[config.mk]
export PLATFORM = sky130hd
export DESIGN_NAME = cwu_alu
export DESIGN_NICKNAME = d
export VERILOG_FILES = /design/src/cwu_pkg.sv /design/src/cwu_alu.sv
export SDC_FILE = /design/constraint.sdc
export NUM_CORES = 1
export LEC_CHECK = 0
export BUFFER_PORTS_ARGS = -buffer_cell sky130_fd_sc_hd__clkbuf_2
export CAP_MARGIN = 30
export CORE_UTILIZATION = 32
export DETAILED_ROUTE_END_ITERATION = 12
export SYNTH_ARGS = -nofsm -noshare
export SYNTH_HDL_FRONTEND = slang
export SYNTH_SLANG_ARGS = --single-unit
[constraint.sdc]
create_clock -name vclk -period 6.5
set_clock_uncertainty 0.1 [all_clocks]
set_input_delay 0 -clock vclk [all_inputs]
set_output_delay 0 -clock vclk [all_outputs]
set_load 0.02 [all_outputs]
[src/cwu_pkg.sv]
// Package for the constant-weight code unranking block.
// Holds widths, register indexes, sequencer states and the shared ALU request types.
// No dependencies.
`timescale 1ns / 1ps
`default_nettype none

package cwu_pkg;

    localparam int MAX_LENGTH = 64;
    localparam int DATA_W     = 64;
    localparam int LEN_W      = 7;
    localparam int POS_W      = 6;
    localparam int TAB_ADDR_W = 2 * POS_W;
    localparam int TAB_DEPTH  = 1 << TAB_ADDR_W;

    localparam logic [POS_W-1:0] POS_MAX    = POS_W'(MAX_LENGTH - 1);
    localparam logic [LEN_W-1:0] LEN_MAX    = LEN_W'(MAX_LENGTH);

    // configuration register indexes
    localparam logic REG_CODE_LENGTH = 1'b0;
    localparam logic REG_CODE_WEIGHT = 1'b1;

    localparam logic [LEN_W-1:0] CODE_LENGTH_RST = 7'd16;
    localparam logic [LEN_W-1:0] CODE_WEIGHT_RST = 7'd2;

    typedef enum logic [3:0] {
        ST_FILL_ROW0,
        ST_FILL_RD,
        ST_FILL_WR,
        ST_IDLE,
        ST_TOT_A,
        ST_TOT_B,
        ST_TOT_ADD,
        ST_CMP,
        ST_MOD,
        ST_SCAN_RD,
        ST_SCAN_EX,
        ST_DONE
    } state_t;

    typedef enum logic {
        ALU_ADD,
        ALU_SUB
    } alu_op_t;

    typedef struct packed {
        alu_op_t           op;
        logic [DATA_W-1:0] a;
        logic [DATA_W-1:0] b;
    } alu_req_t;

    typedef struct packed {
        logic [DATA_W-1:0] result;
        logic              borrow;
    } alu_rsp_t;

endpackage

`default_nettype wire

[src/cwu_alu.sv]
// Shared 64-bit add/subtract unit with borrow output.
// Depends on cwu_pkg for the request and response types.
`timescale 1ns / 1ps
`default_nettype none

module cwu_alu (
    input  wire cwu_pkg::alu_req_t req,
    output cwu_pkg::alu_rsp_t      rsp
);

    import cwu_pkg::*;

    logic [DATA_W:0] wide;

    always_comb
    begin
        case (req.op)
            ALU_ADD: wide = {1'b0, req.a} + {1'b0, req.b};
            ALU_SUB: wide = {1'b0, req.a} - {1'b0, req.b};
            default: wide = {1'b0, req.a} - {1'b0, req.b};
        endcase
        rsp.result = wide[DATA_W-1:0];
        rsp.borrow = wide[DATA_W];
    end

endmodule

`default_nettype wire

==> summary.md <==
| Metric | Value |
|---|---|
| Synthesized area per cell | 6.58 um^2 |
| Dpl cells | 1,173 |
| CP Cell Sequence | clkbuf_2, or4_4, nor4_4, nand3_2, or4_1, o31ai_1, xor2_1, ha_1, nand4_1, nor4_1, a211oi_1, o21ai_0, a41oi_1, o31ai_2, a311oi_1, a31oi_1, a2111oi_0, a211oi_1, clkbuf_2 |
| Setup TNS | 0 ns |
| Simple-gate area share of the yosys netlist | 0.262 |
| Die extent in y | between 100 and 150 um |
| Met2 wire len | around 8500 um |
| GRT overflow | 0 |
| Port Buf Inserts | just under 200 |
| Fill count | 1,773 |
| Status | finished, final reports clean |
| Synth top area share | 0.156 |
| HP Class | in -> out |
| Core ar. | roughly 16,000 um^2 |
| Setup Fix Bufs, Post-CTS | 0 |
| Hold buffers post-CTS | 0 |
| Post-route total power | 1.07 mW |
| Tcrit/Tclk final | 0.891 |
| Starting Density | 0.328 |
| Slew Viols, Final | 0 |
| Peak supply drop | 0.0862 mV |
| Pin count of the biggest net entering global routing | 35 |
| DR iter-0 viols | between 300 and 400 |
| Type of origin of the critical path | input port |
| Seq/Total Area, Yosys | 0 |
| DR vias/cell | 5.33 |
| Critical path startpoint | req[14] |
| Area delta synth->final | 21.8% |
| Initial antenna violation count | 0 |
| Vias in the first global route | around 5,700 |
| Die X | between 100 and 150 um |
| Synth top area cells | xnor2_1 (16%), ha_1 (16%), a21oi_1 (10%) |
| GRT Util Overall | 0.209 |
| Register area | 0 um^2 |
| Syn Nets | roughly 990 |
| Final Setup Violations | 0 |
| Routed Antenna Nets | 0 |
| Worst path max stage delay | 0.66 ns |
| Max Cap Viol | 0 |
| Fin crit period | 5.79 ns |
| Worst setup EP type | primary output |
| Antenna cells | 0 |
| Post-Syn Area | 5210 um^2 |
| Post_cts resized | 0 |
| Hold Crit Start | req[64] |
| Detailed-routed wire length on met3 | between 900 and 1000 um |
| Global-route wire length before repair | 28,300 um |
| Count of pins on the block boundary | about 190 |
| Post-route DRC | 0 |
| Hold endpoint | rsp[1] |
| Via count | roughly 6,300 |
| Area fraction in compound gates after synthesis | 0.327 |
| Fin. Hold Viols | 0 |
| Post-Synth XOR/XNOR Area | 0.203 |
| Total number of sequential cells | 0 |
| Top Metal Used | met4 |
| Worst EP required | ~6.4 ns |
| Peak Freq | 173 MHz |
| Rel. slew slack | 0.552 |
| Final Net Count | 1,154 |
| Pwr dens | 169 nW/um^2 |
| Multiplexer share of the synthesized area | 0.00384 |
| Slew @ Worst Pin | 0.668 ns |
| Die area | 16,800 um^2 |
| Final HPWL DP | 15,800 um |
| Gp weighted congestion | 0.945 |
| Yosys warns | 0 |
| DR pass1 iterations | 4 |
| Hold_ws | 0.307 ns |
| Synth cell types | 65 |
| Data arrival time of the worst path | around 5.7 ns |
| Largest family of logic cells by synthesized area | compound AO/OA/AOI/OAI gates |
| CP Max Fanout | 7 |
| Hold Path Stages | 5 |
| Share of post-route cells with drive strength above 1 | 0.223 |
| Average wire per standard cell | roughly 16 um |
| Area leader, netlist | xnor2_1 |
| Post-Layout Cell Count | between 1,000 and 1,500 |
| Slowest cell on crit path | or4_1 |
| Final Routed Wirelength | 18,300 um |
| FP Rows | 46 |
| M1 WL | 8530 um |
| Unrepaired setup endpoints after global routing | no |
| Mapped Cells | 792 |
| Synth Area in Adders | 0.160 |
| Leak Pwr | 2.95 nW |
| Crit path kind | in -> out |
| Clkbuf count | 0 |
## worst max-delay path: cells and delay by family
family                     cells  cell delay, ns
xor gates and xnor gates       1            0.10
adders and majority gates      1            0.43
buffers and inverters          2            0.32
AOI/OAI and AO/OA              9            2.54
and+or+nand+nor                6            2.29
## report_power, final
part / leakage, nW / internal, mW / switching, mW / total (mW)
clock: 0 / 0 / 0 / 0
combinational: 2.95 / 0.399 / 0.672 / 1.07
sequential: 0 / 0 / 0 / 0
## cell type report
type	count	area (um^2)	share of cell area
Timing Repair Buffer	195	978	0.154
Tap cell	216	270	0.0426
Multi-Input combinational cell	732	4980	0.785
Inverter	30	113	0.0178
## worst max-delay path by stage
stage	cells after the start	endpoint	slack, ns
after CTS	19	rsp[62]	0.79
after detailed placement	19	rsp[62]	0.80
after floorplan	19	rsp[62]	1.65
after global placement	22	rsp[0]	0.93
after global routing	22	rsp[0]	0.41
final	19	rsp[62]	0.71
## metal layers
metal  vias to the layer above  track usage
li1                       3235            -
met1                      2781        0.289
met3                        20       0.0136
met2                       217        0.360
met4                         0       0.0280
met5                         -            0
## metrics by stage
stage	utilization	area [um^2]	setup slack [ns]
after floorplan	-	5210	1.65
after global placement	0.399	6340	0.926
after detailed placement	0.399	6340	0.801
after CTS	0.399	6340	0.788
after global routing	0.399	6340	0.410
final	0.399	6340	0.707
## Yosys cell counts (4+ instances only)
master and n:
o31ai_1 8, o21ai_0 46, nor2b_1 7, a21oi_1 105, a21o_1 31, nand2b_1 9, a2111oi_0 4, nand2_1 62
clkbuf_1 26, a41oi_1 5, xor2_1 28, and3_1 5, nor2_1 92, nand4_1 15, or3_1 10, a211oi_1 9
o21a_1 8, inv_1 30, and2_1 5, nand3_1 15, o211ai_1 5, o21bai_1 10, nor3_1 22, nor4_1 6
ha_1 65, xnor2_1 93, a31oi_1 17, a21boi_0 4
## cells by family after synthesis
family / after synthesis
multiplexers: 2
buffers and inverters: 60
XOR/XNOR: 121
adder cells (fa/ha/maj): 66
AO/OA/AOI/OAI: 272
AND/OR/NAND/NOR: 271
## placed cells by master (no fill, tap or decap), drive strengths merged, types with 5 or more instances in the layout
cell type    n
a211oi       9
a21o        31
a21oi      105
a31oi       17
a41oi        5
and2         6
and3         5
clkbuf     194
ha          65
inv         30
nand2       63
nand2b       9
nand3       16
nand4       15
nor2        92
nor2b        7
nor3        24
nor4         8
o211ai       5
o21a         8
o21ai       47
o21bai      10
o31ai       10
or3         10
xnor2       93
xor2        28
(Power assumes the default switching activity.)
